**src/design/skf_pkg.sv**
```systemverilog
// Shared constants and types for the scalar Kalman filter.
// No dependencies; imported by skf_serial_mul and scalar_kalman_filter.
`timescale 1ns / 1ps
`default_nettype none

package skf_pkg;

  localparam int W          = 32;              // data word width
  localparam int FRAC_BITS  = 16;              // fraction bits of the fixed-point format
  localparam int DIV_W      = W + FRAC_BITS;   // dividend width of the gain division
  localparam int MUL_CNT_W  = $clog2(W);
  localparam int DIV_CNT_W  = $clog2(DIV_W);
  localparam int CFG_IDX_W  = 3;
  localparam int NARROW_W   = 31;              // width of R and P0 registers

  localparam logic [CFG_IDX_W-1:0] REG_TRANSITION = 3'd0;
  localparam logic [CFG_IDX_W-1:0] REG_OBSERVE    = 3'd1;
  localparam logic [CFG_IDX_W-1:0] REG_NOISE      = 3'd2;
  localparam logic [CFG_IDX_W-1:0] REG_INIT_EST   = 3'd3;
  localparam logic [CFG_IDX_W-1:0] REG_INIT_COV   = 3'd4;

  localparam logic signed [W-1:0] ONE_FX = W'(1 << FRAC_BITS);

  typedef enum logic [2:0] {
    ST_IDLE,
    ST_LAUNCH,
    ST_MUL,
    ST_DIV,
    ST_DIVFIN,
    ST_DONE
  } state_t;

  // product sequence of one measurement
  typedef enum logic [3:0] {
    OP_FX = 4'd0,   // x  = F*est
    OP_FP = 4'd1,   // t  = F*cov
    OP_TF = 4'd2,   // p  = t*F
    OP_HX = 4'd3,   // y  = z - H*x
    OP_HP = 4'd4,   // t  = H*p
    OP_TH = 4'd5,   // s  = t*H + R
    OP_PH = 4'd6,   // num = p*H, then divide
    OP_KY = 4'd7,   // est = x + k*y
    OP_KH = 4'd8,   // t  = k*H
    OP_TP = 4'd9    // cov = p - t*p
  } step_t;

  typedef struct packed {
    logic start;
    logic signed [W-1:0] a;
    logic signed [W-1:0] b;
  } mul_req_t;

  typedef struct packed {
    logic busy;
    logic done;
    logic signed [W-1:0] res;
  } mul_rsp_t;

endpackage

`default_nettype wire

```
**src/design/skf_serial_mul.sv**
```systemverilog
// Bit-serial signed fixed-point multiplier: one multiplier bit per cycle.
// Result is floor(a*b / 2^FRAC_BITS) saturated to W bits. Uses skf_pkg.
`timescale 1ns / 1ps
`default_nettype none

module skf_serial_mul
  import skf_pkg::*;
(
  input  wire logic     clk,
  input  wire logic     rst_n,
  input  wire mul_req_t req,
  output mul_rsp_t      rsp
);

  logic signed [W:0]      acc_r;
  logic [W-1:0]           lo_r;
  logic signed [W-1:0]    a_r;
  logic [MUL_CNT_W-1:0]   cnt_r;
  logic                   run_r;
  logic                   fin_r;
  logic                   done_r;
  logic signed [W-1:0]    res_r;

  logic                   last;
  logic signed [W:0]      addend;
  logic signed [W:0]      sum;
  logic [2*W-1:0]         prod;
  logic [W-FRAC_BITS:0]   top_bits;
  logic                   in_range;
  logic signed [W-1:0]    sat_val;

  // sign bit of the multiplier carries negative weight
  assign last   = (cnt_r == MUL_CNT_W'(W - 1));
  assign addend = lo_r[0] ? {a_r[W-1], a_r} : '0;
  assign sum    = last ? (acc_r - addend) : (acc_r + addend);

  assign prod     = {acc_r[W-1:0], lo_r};
  assign top_bits = prod[2*W-1:FRAC_BITS+W-1];
  assign in_range = (top_bits == '0) || (top_bits == '1);
  always_comb begin
    if (in_range) begin
      sat_val = prod[FRAC_BITS+W-1:FRAC_BITS];
    end else if (prod[2*W-1]) begin
      sat_val = {1'b1, {(W-1){1'b0}}};
    end else begin
      sat_val = {1'b0, {(W-1){1'b1}}};
    end
  end

  always_ff @(posedge clk) begin
    if (!rst_n) begin
      run_r  <= 1'b0;
      fin_r  <= 1'b0;
      done_r <= 1'b0;
      cnt_r  <= '0;
    end else begin
      // done pulses for one cycle after the saturation cycle
      done_r <= fin_r & ~run_r & ~req.start;
      if (req.start) begin
        run_r <= 1'b1;
        cnt_r <= '0;
      end else if (run_r) begin
        cnt_r <= cnt_r + 1'b1;
        if (last) begin
          run_r <= 1'b0;
          fin_r <= 1'b1;
        end
      end else if (fin_r) begin
        fin_r  <= 1'b0;
      end
    end
  end

  always_ff @(posedge clk) begin
    if (req.start) begin
      a_r   <= req.a;
      lo_r  <= req.b;
      acc_r <= '0;
    end else if (run_r) begin
      acc_r <= sum >>> 1;
      lo_r  <= {sum[0], lo_r[W-1:1]};
    end
    if (fin_r) begin
      res_r <= sat_val;
    end
  end

  assign rsp.busy = run_r | fin_r;
  assign rsp.done = done_r;
  assign rsp.res  = res_r;

endmodule

`default_nettype wire

```
**src/design/scalar_kalman_filter.sv**
```systemverilog
// Each accepted measurement word yields one result word: ten products run in turn
//   on the shared bit-serial multiplier (one multiplier bit a cycle), and a restoring
//   division forms the gain unless the innovation variance is zero.
// One measurement at a time: a new word is accepted only after the last result loads.
// Reset (rst_n low, synchronous): registers back to F=H=R=P0=1.0, x0=0;
//   estimate/covariance reload; no result pending.
`timescale 1ns / 1ps
`default_nettype none

module scalar_kalman_filter
  import skf_pkg::*;
(
  input  wire logic                 clk,
  input  wire logic                 rst_n,
  // measurement word
  input  wire logic                 in_tvalid,
  output logic                      in_tready,
  input  wire logic [W-1:0]         in_tdata,   // [31:0] measurement
  // result word
  output logic                      out_tvalid,
  input  wire logic                 out_tready,
  output logic [2*W-1:0]            out_tdata,  // [31:0] filtered_estimate,
                                                // [63:32] predicted_estimate
  output logic                      out_tuser,  // [0] divide_fault
  // register writes
  input  wire logic                 cfg_valid,
  output logic                      cfg_ready,
  input  wire logic [CFG_IDX_W-1:0] cfg_index,
  input  wire logic [W-1:0]         cfg_data
);

  // --- configuration registers
  logic signed [W-1:0]    f_r, h_r, init_est_r;
  logic [NARROW_W-1:0]    r_r, init_cov_r;

  // --- filter state and working registers
  logic signed [W-1:0]    est_r, cov_r;       // carried between measurements
  logic signed [W-1:0]    z_r, x_r, p_r, t_r, y_r, s_r, k_r;
  logic                   fault_r;

  // --- sequencer
  state_t                 state_r, state_nxt;
  step_t                  op_r;

  // --- gain divider (restoring, one quotient bit a cycle)
  logic [DIV_W-1:0]       q_r;
  logic [W-1:0]           rem_r;
  logic [W-1:0]           dv_r;
  logic                   neg_r;
  logic [DIV_CNT_W-1:0]   div_cnt_r;
  logic [W:0]             trial;
  logic                   ge;
  logic signed [W-1:0]    k_sat;
  logic [W-1:0]           num_mag, s_mag;

  // --- output register
  logic                   out_valid_r;
  logic signed [W-1:0]    filt_out_r, pred_out_r;
  logic                   fault_out_r;

  // --- multiplier hookup
  mul_req_t               mreq;
  mul_rsp_t               mrsp;

  logic in_fire, cfg_fire, out_free;
  assign in_fire  = in_tvalid & in_tready;
  assign cfg_ready = 1'b1;
  assign cfg_fire = cfg_valid & cfg_ready;
  assign out_free = !out_valid_r || out_tready;

  skf_serial_mul u_mul (
    .clk   (clk),
    .rst_n (rst_n),
    .req   (mreq),
    .rsp   (mrsp)
  );

  // saturate an exact 33-bit sum to W bits
  function automatic logic signed [W-1:0] sat33(input logic signed [W:0] v);
    if (v[W] != v[W-1]) begin
      sat33 = v[W] ? {1'b1, {(W-1){1'b0}}} : {1'b0, {(W-1){1'b1}}};
    end else begin
      sat33 = v[W-1:0];
    end
  endfunction

  // --- next state
  always_comb begin
    state_nxt = state_r;
    unique case (state_r)
      ST_IDLE:   if (in_fire) state_nxt = ST_LAUNCH;
      ST_LAUNCH: state_nxt = ST_MUL;
      ST_MUL: begin
        if (mrsp.done) begin
          priority if (op_r == OP_TP) begin
            state_nxt = ST_DONE;
          end else if (op_r == OP_PH && s_r != '0) begin
            state_nxt = ST_DIV;
          end else begin
            state_nxt = ST_LAUNCH;
          end
        end
      end
      ST_DIV:    if (div_cnt_r == '0) state_nxt = ST_DIVFIN;
      ST_DIVFIN: state_nxt = ST_LAUNCH;
      ST_DONE:   if (out_free) state_nxt = ST_IDLE;
      default:   state_nxt = ST_IDLE;
    endcase
  end

  // --- sequencer outputs: handshake and multiplier operands
  always_comb begin
    in_tready  = (state_r == ST_IDLE);
    mreq.start = (state_r == ST_LAUNCH);
    unique case (op_r)
      OP_FX:   begin mreq.a = f_r; mreq.b = est_r; end
      OP_FP:   begin mreq.a = f_r; mreq.b = cov_r; end
      OP_TF:   begin mreq.a = t_r; mreq.b = f_r;   end
      OP_HX:   begin mreq.a = h_r; mreq.b = x_r;   end
      OP_HP:   begin mreq.a = h_r; mreq.b = p_r;   end
      OP_TH:   begin mreq.a = t_r; mreq.b = h_r;   end
      OP_PH:   begin mreq.a = p_r; mreq.b = h_r;   end
      OP_KY:   begin mreq.a = k_r; mreq.b = y_r;   end
      OP_KH:   begin mreq.a = k_r; mreq.b = h_r;   end
      OP_TP:   begin mreq.a = t_r; mreq.b = p_r;   end
      default: begin mreq.a = '0;  mreq.b = '0;    end
    endcase
  end

  // --- divider step and final gain saturation
  assign trial   = {rem_r, q_r[DIV_W-1]} - {1'b0, dv_r};
  assign ge      = !trial[W];
  assign num_mag = mrsp.res[W-1] ? (~mrsp.res + 1'b1) : mrsp.res;
  assign s_mag   = s_r[W-1] ? (~s_r + 1'b1) : s_r;

  always_comb begin
    if (neg_r) begin
      if (q_r > DIV_W'({1'b1, {(W-1){1'b0}}})) begin
        k_sat = {1'b1, {(W-1){1'b0}}};
      end else begin
        k_sat = ~q_r[W-1:0] + 1'b1;
      end
    end else if (q_r > DIV_W'({1'b0, {(W-1){1'b1}}})) begin
      k_sat = {1'b0, {(W-1){1'b1}}};
    end else begin
      k_sat = q_r[W-1:0];
    end
  end

  // --- control registers
  always_ff @(posedge clk) begin
    if (!rst_n) begin
      state_r     <= ST_IDLE;
      op_r        <= OP_FX;
      out_valid_r <= 1'b0;
    end else begin
      state_r <= state_nxt;
      // a new result may load in the same cycle the old one is taken
      if (state_r == ST_DONE && out_free) begin
        out_valid_r <= 1'b1;
      end else if (out_tready) begin
        out_valid_r <= 1'b0;
      end
      priority if (state_r == ST_IDLE && in_fire) begin
        op_r <= OP_FX;
      end else if (state_r == ST_MUL && mrsp.done && op_r != OP_TP) begin
        op_r <= step_t'(op_r + 1'b1);
      end else begin
        op_r <= op_r;
      end
    end
  end

  // --- datapath, configuration and carried state
  always_ff @(posedge clk) begin
    if (!rst_n) begin
      f_r        <= ONE_FX;
      h_r        <= ONE_FX;
      r_r        <= NARROW_W'(ONE_FX);
      init_est_r <= '0;
      init_cov_r <= NARROW_W'(ONE_FX);
      est_r      <= '0;
      cov_r      <= ONE_FX;
    end else begin
      // work of the current measurement
      if (state_r == ST_IDLE && in_fire) begin
        z_r     <= in_tdata;
        fault_r <= 1'b0;
      end
      if (state_r == ST_MUL && mrsp.done) begin
        unique case (op_r)
          OP_FX:   x_r <= mrsp.res;
          OP_FP:   t_r <= mrsp.res;
          OP_TF:   p_r <= mrsp.res;
          OP_HX:   y_r <= sat33({z_r[W-1], z_r} - {mrsp.res[W-1], mrsp.res});
          OP_HP:   t_r <= mrsp.res;
          OP_TH:   s_r <= sat33({mrsp.res[W-1], mrsp.res} + {2'b00, r_r});
          OP_PH: begin
            if (s_r == '0) begin
              // zero innovation variance: no correction this time
              k_r     <= '0;
              fault_r <= 1'b1;
            end else begin
              q_r       <= {num_mag, {FRAC_BITS{1'b0}}};
              rem_r     <= '0;
              dv_r      <= s_mag;
              neg_r     <= mrsp.res[W-1] ^ s_r[W-1];
              div_cnt_r <= DIV_CNT_W'(DIV_W - 1);
            end
          end
          OP_KY:   est_r <= sat33({x_r[W-1], x_r} + {mrsp.res[W-1], mrsp.res});
          OP_KH:   t_r   <= mrsp.res;
          OP_TP:   cov_r <= sat33({p_r[W-1], p_r} - {mrsp.res[W-1], mrsp.res});
          default: t_r   <= t_r;
        endcase
      end
      if (state_r == ST_DIV) begin
        rem_r     <= ge ? trial[W-1:0] : {rem_r[W-2:0], q_r[DIV_W-1]};
        q_r       <= {q_r[DIV_W-2:0], ge};
        div_cnt_r <= div_cnt_r - 1'b1;
      end
      if (state_r == ST_DIVFIN) begin
        k_r <= k_sat;
      end
      if (state_r == ST_DONE && out_free) begin
        filt_out_r  <= est_r;
        pred_out_r  <= x_r;
        fault_out_r <= fault_r;
      end

      // register writes; initial registers reload the state
      if (cfg_fire) begin
        unique case (cfg_index)
          REG_TRANSITION: f_r <= cfg_data;
          REG_OBSERVE:    h_r <= cfg_data;
          REG_NOISE:      r_r <= cfg_data[NARROW_W-1:0];
          REG_INIT_EST: begin
            init_est_r <= cfg_data;
            est_r      <= cfg_data;
            cov_r      <= {1'b0, init_cov_r};
          end
          REG_INIT_COV: begin
            init_cov_r <= cfg_data[NARROW_W-1:0];
            est_r      <= init_est_r;
            cov_r      <= {1'b0, cfg_data[NARROW_W-1:0]};
          end
          default: f_r <= f_r;
        endcase
      end
    end
  end

  assign out_tvalid = out_valid_r;
  assign out_tdata  = {pred_out_r, filt_out_r};
  assign out_tuser  = fault_out_r;

  // --- checks
  a_start_idle_mul: assert property (@(posedge clk) disable iff (!rst_n)
    mreq.start |-> !mrsp.busy)
    else $error("multiplier started while busy");

  a_done_in_mul: assert property (@(posedge clk) disable iff (!rst_n)
    mrsp.done |-> (state_r == ST_MUL))
    else $error("product finished outside the multiply state");

  a_div_nonzero: assert property (@(posedge clk) disable iff (!rst_n)
    (state_r == ST_DIV) |-> (dv_r != '0))
    else $error("division by zero innovation variance");

  a_fault_gain: assert property (@(posedge clk) disable iff (!rst_n)
    (fault_r && (state_r == ST_LAUNCH || state_r == ST_MUL)) |-> (k_r == '0))
    else $error("fault raised with nonzero gain");

  a_result_when_done: assert property (@(posedge clk) disable iff (!rst_n)
    $rose(out_valid_r) |-> $past(state_r == ST_DONE))
    else $error("result loaded outside the done state");

endmodule

`default_nettype wire
```
**config.mk**
```make
export PLATFORM = sky130hd
export DESIGN_NAME = scalar_kalman_filter
export DESIGN_NICKNAME = d
export VERILOG_FILES = /design/src/design/skf_pkg.sv /design/src/design/skf_serial_mul.sv /design/src/design/scalar_kalman_filter.sv
export SDC_FILE = /design/constraint.sdc
export NUM_CORES = 2
export LEC_CHECK = 0
export BUFFER_PORTS_ARGS = -buffer_cell sky130_fd_sc_hd__buf_2
export CAP_MARGIN = 20
export CORE_MARGIN = 8
export CORE_UTILIZATION = 35
export DETAILED_ROUTE_END_ITERATION = 7
export GPL_ROUTABILITY_DRIVEN = 0
export HOLD_SLACK_MARGIN = 0.08
export PLACE_DENSITY = 0.51
export SLEW_MARGIN = 20
export SYNTH_ARGS = -nofsm -noshare
export SYNTH_HDL_FRONTEND = slang
export SYNTH_SLANG_ARGS = --single-unit
```
**constraint.sdc**
```tcl
create_clock -name clk -period 11.1 [get_ports clk]
set_input_delay 1.665 -clock clk [delete_from_list [all_inputs] [get_ports clk]]
set_output_delay 1.665 -clock clk [all_outputs]
set_load 0.01 [all_outputs]
```
# After elaboration in Yosys (flattened, before gate mapping)
# Cells that the tools add are included.
dict set report word_totals {
  register_bits 775
  latch_bits 0
  ramBits 0
  mem_bits_ro 0
  inputBits 72
  output_inout_bits 68
  elab_cells 198
  n_memories 0
}
dict set report op_classes {
  n_addsub 13
  n_mul 0
  div_mod_pow 0
  n_lt_le_gt_ge 2
  n_eq_ne 31
  shifts 0
  muxes 63
  n_bitwise 11
  n_reduce_logical 43
}
# cell n
set op_table {}
lappend op_table {{$mux W32} 31}
lappend op_table {{$pmux W64 S10} 1}
lappend op_table {{$mux W48} 4}
lappend op_table {{$pmux W32 S2} 2}
lappend op_table {{$add A32 B1 Y32 const B} 3}
lappend op_table {{$not A32 Y32} 3}
lappend op_table {{$add A32 B32 Y33} 2}
lappend op_table {{$mux W33} 2}
lappend op_table {{$sub A32 B32 Y33} 2}
lappend op_table {{$gt A48 B31 Y1 const B} 1}
lappend op_table {{$gt A48 B32 Y1 const B} 1}
lappend op_table {{$add A32 B33 Y33} 1}
lappend op_table {{$sub A32 B33 Y33} 1}
lappend op_table {{$sub A33 B32 Y33} 1}
lappend op_table {{$logic_not A32 Y1} 1}
lappend op_table {{$reduce_bool A32 Y1} 1}
lappend op_table {{$mux W31} 1}
lappend op_table {{$mux W6} 4}
lappend op_table {{$pmux W3 S6} 1}
lappend op_table {{$eq A17 B17 Y1 const B} 1}
lappend op_table {{$logic_not A17 Y1} 1}
lappend op_table {{$eq A4 B3 Y1 const B} 4}
lappend op_table {{$reduce_and A2 Y1} 8}
lappend op_table {{$reduce_and A4 Y1} 4}
lappend op_table {{other kinds (30)} 82}

# Longest topological paths before layout
dict set report depth {
  word_depth 7
  depth_mapped 25
  mapped_depth_nobuf 19
}

# Modules after synthesis
# Synthesis repeated with hierarchy kept, for this count alone.
dict set report unflattened {
  hier_cells 4511
  hier_area_um2 43234.0
}
# mod instances cells_per_inst area_per_inst_um2 seq_area_each_um2
set by_module_without_submodules {}
lappend by_module_without_submodules {scalar_kalman_filter 1 3785 35607.9 16886.2}
lappend by_module_without_submodules {skf_serial_mul 1 726 7626.1 3683.5}

# Worst setup path after synthesis
# OpenSTA, ideal clock, no wires.
dict set report synth_path {
  kind {input-to-reg}
  from {input rst_n}
  to {register div_cnt_r[0] (enable)}
  setup_ns 0.443
  t_arrival_ns 6.236
  t_required_ns 10.657
  path_slack_ns 4.422
  path_stages 4
  cell_sequence {clkbuf_1 -> nand2_1 -> nor3_1 -> a21o_1}
}
dict set report synth_via {
  elab_chain_len 1
}
# element line
set synth_rtl {}
lappend synth_rtl {{from (decl)} scalar_kalman_filter.sv:14} ;# input wire logic rst_n,
lappend synth_rtl {{$reduce_and A4 Y1 (no line)} -}
lappend synth_rtl {{to (signal assigned)} scalar_kalman_filter.sv:208} ;# div_cnt_r <= DIV_CNT_W'(DIV_W - 1);
lappend synth_rtl {{to (signal assigned)} scalar_kalman_filter.sv:220} ;# div_cnt_r <= div_cnt_r - 1'b1;
lappend synth_rtl {{to (decl)} scalar_kalman_filter.sv:50} ;# logic [DIV_CNT_W-1:0] div_cnt_r;
# Every way passes these cells.
# A chain may end at the register's enable or synchronous reset.

# Final worst setup path
dict set report layout_path {
  from {register u_mul.a_r[11]}
  to {register, netlist name u_mul.acc_r[31]}
}
dict set report layout_via {
  elab_chain_len 3
}
# element line
set layout_rtl {}
lappend layout_rtl {{from (decl)} skf_serial_mul.sv:17} ;# logic signed [W-1:0] a_r;
lappend layout_rtl {{from (signal assigned)} skf_serial_mul.sv:76} ;# a_r <= req.a;
lappend layout_rtl {{$mux W33 (*)} skf_serial_mul.sv:34} ;# assign addend = lo_r[0] ? {a_r[W-1], a_r} : '0;
lappend layout_rtl {{$add A32 B33 Y33 or $sub A32 B33 Y33 (tied branches)} skf_serial_mul.sv:35} ;# assign sum = last ? (acc_r - addend) : (acc_r + addend);
lappend layout_rtl {{$mux W33 (*)} skf_serial_mul.sv:35}
# Mark *: on every way between the ends. The rest lies on a longest branch, timed or not.

==> flow_summary.json <==
{
  "yosysTopAreaCell": "edfxtp_1",
  "die_w_um": 365.8,
  "fp.dieH_um": 365.8,
  "status": "complete, but fails checks",
  "drv_slew": 0,
  "tightest_slew_ns": 1.243,
  "syn-num-nets": 4747,
  "cts_root_buf": "clkbuf_16",
  "powerDensity_mw_per_mm2": 164.5,
  "synth_warnings": 0,
  "cts_tree": "built",
  "cts.sinks": 775,
  "cp.arrival_ns": 6.17,
  "seq_area_frac_synth_pct": 48.04,
  "ys_ff_latch": 775,
  "drive_above_1_share_pct": 9.634,
  "cts.repair.resized": 0,
  "initial_core_util_pct": 35.23,
  "top_register": "q_r",
  "crit_start": "u_mul.a_r[11]$_DFFE_PP_",
  "grt_usage_pct": 22.26,
  "vias_per_cell": 5.775,
  "fillCellCount": 12045,
  "grt_max_degree": 169,
  "ys_types": 90,
  "critical_path_class": "register to register",
  "clock_path_buffers": 3,
  "drc": 3,
  "ff2ff_path_depth": 18,
  "dieArea_mm2": 0.1338,
  "clkSlewWorstSetupHoldPaths_ns": 0.06,
  "syn_area_per_cell_um2": 9.588,
  "hold_buffers": 0,
  "synthCells": 4466,
  "core_mm2": 0.1216,
  "drt-pass1-iter-count": 8,
  "setup_violations": 0,
  "routed_wl_mm": 157.4,
  "clock_skew_ns": 0.04318,
  "synth_edf_count": 505,
  "area_delta_synth_final_pct": 13.51,
  "start_kind": "register",
  "grt_pass1_vias": 33703,
  "dr_total_vias": 36079,
  "min_path_cells": 2,
  "antenna_found_initial": 21,
  "clock_latency_ns": 0.69,
  "final.setup.tns_ns": 0,
  "critical_path_required_ns": 11.72,
  "cp_max_fo": 7,
  "finalCriticalPeriod_ns": 5.550,
  "post-cts-setup-buffers": 0,
  "design_power_total_mw": 7.997,
  "wl_per_cell_um": 25.20,
  "largest_register_ffs": 48,
  "p_leak_nw": 17.87,
  "violations": "design-rule violations",
  "hold_viol_final": 0,
  "rrSetupSlack_ns": 5.55,
  "synthFlopType": "edfxtp_1",
  "fmax_mhz": 180.2,
  "min_from": "init_est_r[4]$_SDFFE_PN0P_",
  "worst_hold_path_type": "register to register",
  "syn_area_mm2": 0.04282,
  "max_cap_viol_count": 0,
  "pin_count": 140,
  "fin_crit_sh_pct": 50.00,
  "cts_max_level": 3,
  "synth_top_area_share_pct": 35.42,
  "end_kind": "register",
  "synthArstFlopShare_pct": 0,
  "ir_worst_vdd_mv": 0.1315,
  "layout.nets": 4822,
  "io_buffers": 138,
  "reg2reg_from": "u_mul.a_r[11]$_DFFE_PP_",
  "dp_hpwl_mm": 115.4,
  "placementRows": 128,
  "cts_buffers": 90,
  "drt_iter0_drc": 3926,
  "grt_pass1_wl_mm": 228.1,
  "gr-total-overflow": 0,
  "synth_area_leaders": "edfxtp_1 35%, dfxtp_1 13%, ha_1 5.9%, nand2_1 5.8%, a21oi_1 5.2%",
  "final_antenna_net_count": 0,
  "slew-limit-headroom_pct": 16.39,
  "rsz0062_at_grt": "false"
}
==> cell families (layout without fill, tap and decap cells) <==
| kind of cell | Yosys count | after routing | share of synthesized area [%] |
|---|---|---|---|
| DFF | 775 | 775 | 48.04 |
| xor gates and xnor gates | 238 | 238 | 4.868 |
| buffers and inverters | 381 | 534 | 3.416 |
| AOI/OAI and AO/OA | 1414 | 1414 | 21.19 |
| other | 1 | 4 | 0.008758 |
| and+or+nand+nor | 1375 | 1375 | 14.55 |
| muxes | 58 | 58 | 1.365 |
| adders and majority gates | 224 | 224 | 6.563 |
==> final timing paths <==
kind / end
max: u_mul.acc_r[31]$_SDFFE_PP0P_
max reg2reg: u_mul.acc_r[31]$_SDFFE_PP0P_
min reg2reg: init_est_r[4]$_SDFFE_PN0P_
min: init_est_r[4]$_SDFFE_PN0P_
==> Yosys cell counts (11+ instances only) <==
cell and instances:
a211o_1 13, a211oi_1 38, a21boi_0 13, a21o_1 111, a21oi_1 447, a221oi_1 13, a222oi_1 71, a22oi_1 112
a31oi_1 25, and2_1 24, and3_1 39, clkbuf_1 225, dfxtp_1 270, edfxtp_1 505, ha_1 203, inv_1 136
maj3_1 15, mux2i_1 55, nand2_1 656, nand2b_1 40, nand3_1 78, nand4_1 40, nor2_1 291, nor2b_1 34
nor3_1 46, nor4_1 24, o211ai_1 17, o21a_1 31, o21ai_0 287, o21bai_1 23, o221ai_1 12, o22ai_1 49
o31ai_1 35, o41ai_1 22, or2_2 11, or3_1 32, or4_1 15, xnor2_1 171, xor2_1 67
==> placed cells by master (no fill, tap or decap), drive strengths merged, types with 49 or more instances in the layout <==
cell type    n
a22oi      112
o22ai       49
dfxtp      270
xor2        67
nor2       291
edfxtp     505
nand2      656
nor3        49
clkbuf     123
a21o       111
inv        138
buf        227
nand3       78
mux2i       55
a222oi      71
o21ai      295
a21oi      447
ha         203
xnor2      171
==> layout make-up <==
type | instances | area, um^2 | area share, %
Multi-Input combinational cell | 3310 | 20920 | 43.05
Inverter | 137 | 519.2 | 1.068
Clock inverter | 47 | 586.8 | 1.207
Clock buffer | 123 | 2551 | 5.249
Timing Repair Buffer | 227 | 1411 | 2.904
Tap cell | 1625 | 2033 | 4.183
Sequential cell | 775 | 20570 | 42.33
Antenna cell | 3 | 7.507 | 0.01545
==> power breakdown <==
| part | leakage (nW) | total [mW] | switching [mW] | internal [mW] |
|---|---|---|---|---|
| combinational | 9.52 | 1.43 | 0.895 | 0.534 |
| clock | 1.54 | 3.16 | 1.31 | 1.86 |
| sequential | 6.81 | 3.40 | 0.133 | 3.27 |
| total | 17.9 | 8.00 | 2.33 | 5.66 |
==> stage by stage <==
| stage | cell area, um^2 | util [%] | hold WS, ns | std cells | setup WS [ns] |
|---|---|---|---|---|---|
| floorplan | 42820 | - | 0.4217 | 4466 | 4.422 |
| global placement | 45390 | 37.34 | 0.4414 | 6071 | 5.657 |
| detailed placement | 45410 | 37.36 | 0.4411 | 6072 | 5.616 |
| CTS | 48550 | 39.94 | 0.4549 | 6242 | 5.570 |
| global route | 48590 | 39.98 | 0.4631 | 6244 | 5.008 |
| finish | 48600 | 39.98 | 0.4545 | 6247 | 5.550 |
==> worst max-delay path, stage by stage (launching register included) <==
cell,delay (ns)
edfxtp_1,0.42
nor4_1,0.50
or3b_2,0.49
a21boi_0,0.35
and2_1,0.22
nor2_1,0.07
or2_2,0.37
o211ai_1,0.12
ha_1,0.29
o21a_1,0.15
a211o_1,0.30
a21oi_1,0.29
o21ai_0,0.28
a311o_1,0.44
a311oi_1,0.41
o21ai_0,0.17
xor2_1,0.17
or3_1,0.31
a21oi_1,0.14
==> layer usage <==
| layer | GRT usage (%) | up-vias | part of all wire, % |
|---|---|---|---|
| li1 | - | 16773 | - |
| met1 | 29.50 | 17585 | 42 |
| met2 | 35.29 | 1418 | 45 |
| met3 | 3.223 | 299 | 7.1 |
| met4 | 11.55 | 4 | 5.7 |
| met5 | 0 | - | 0.017 |
No activity file was read; power rests on OpenSTA's default activity.
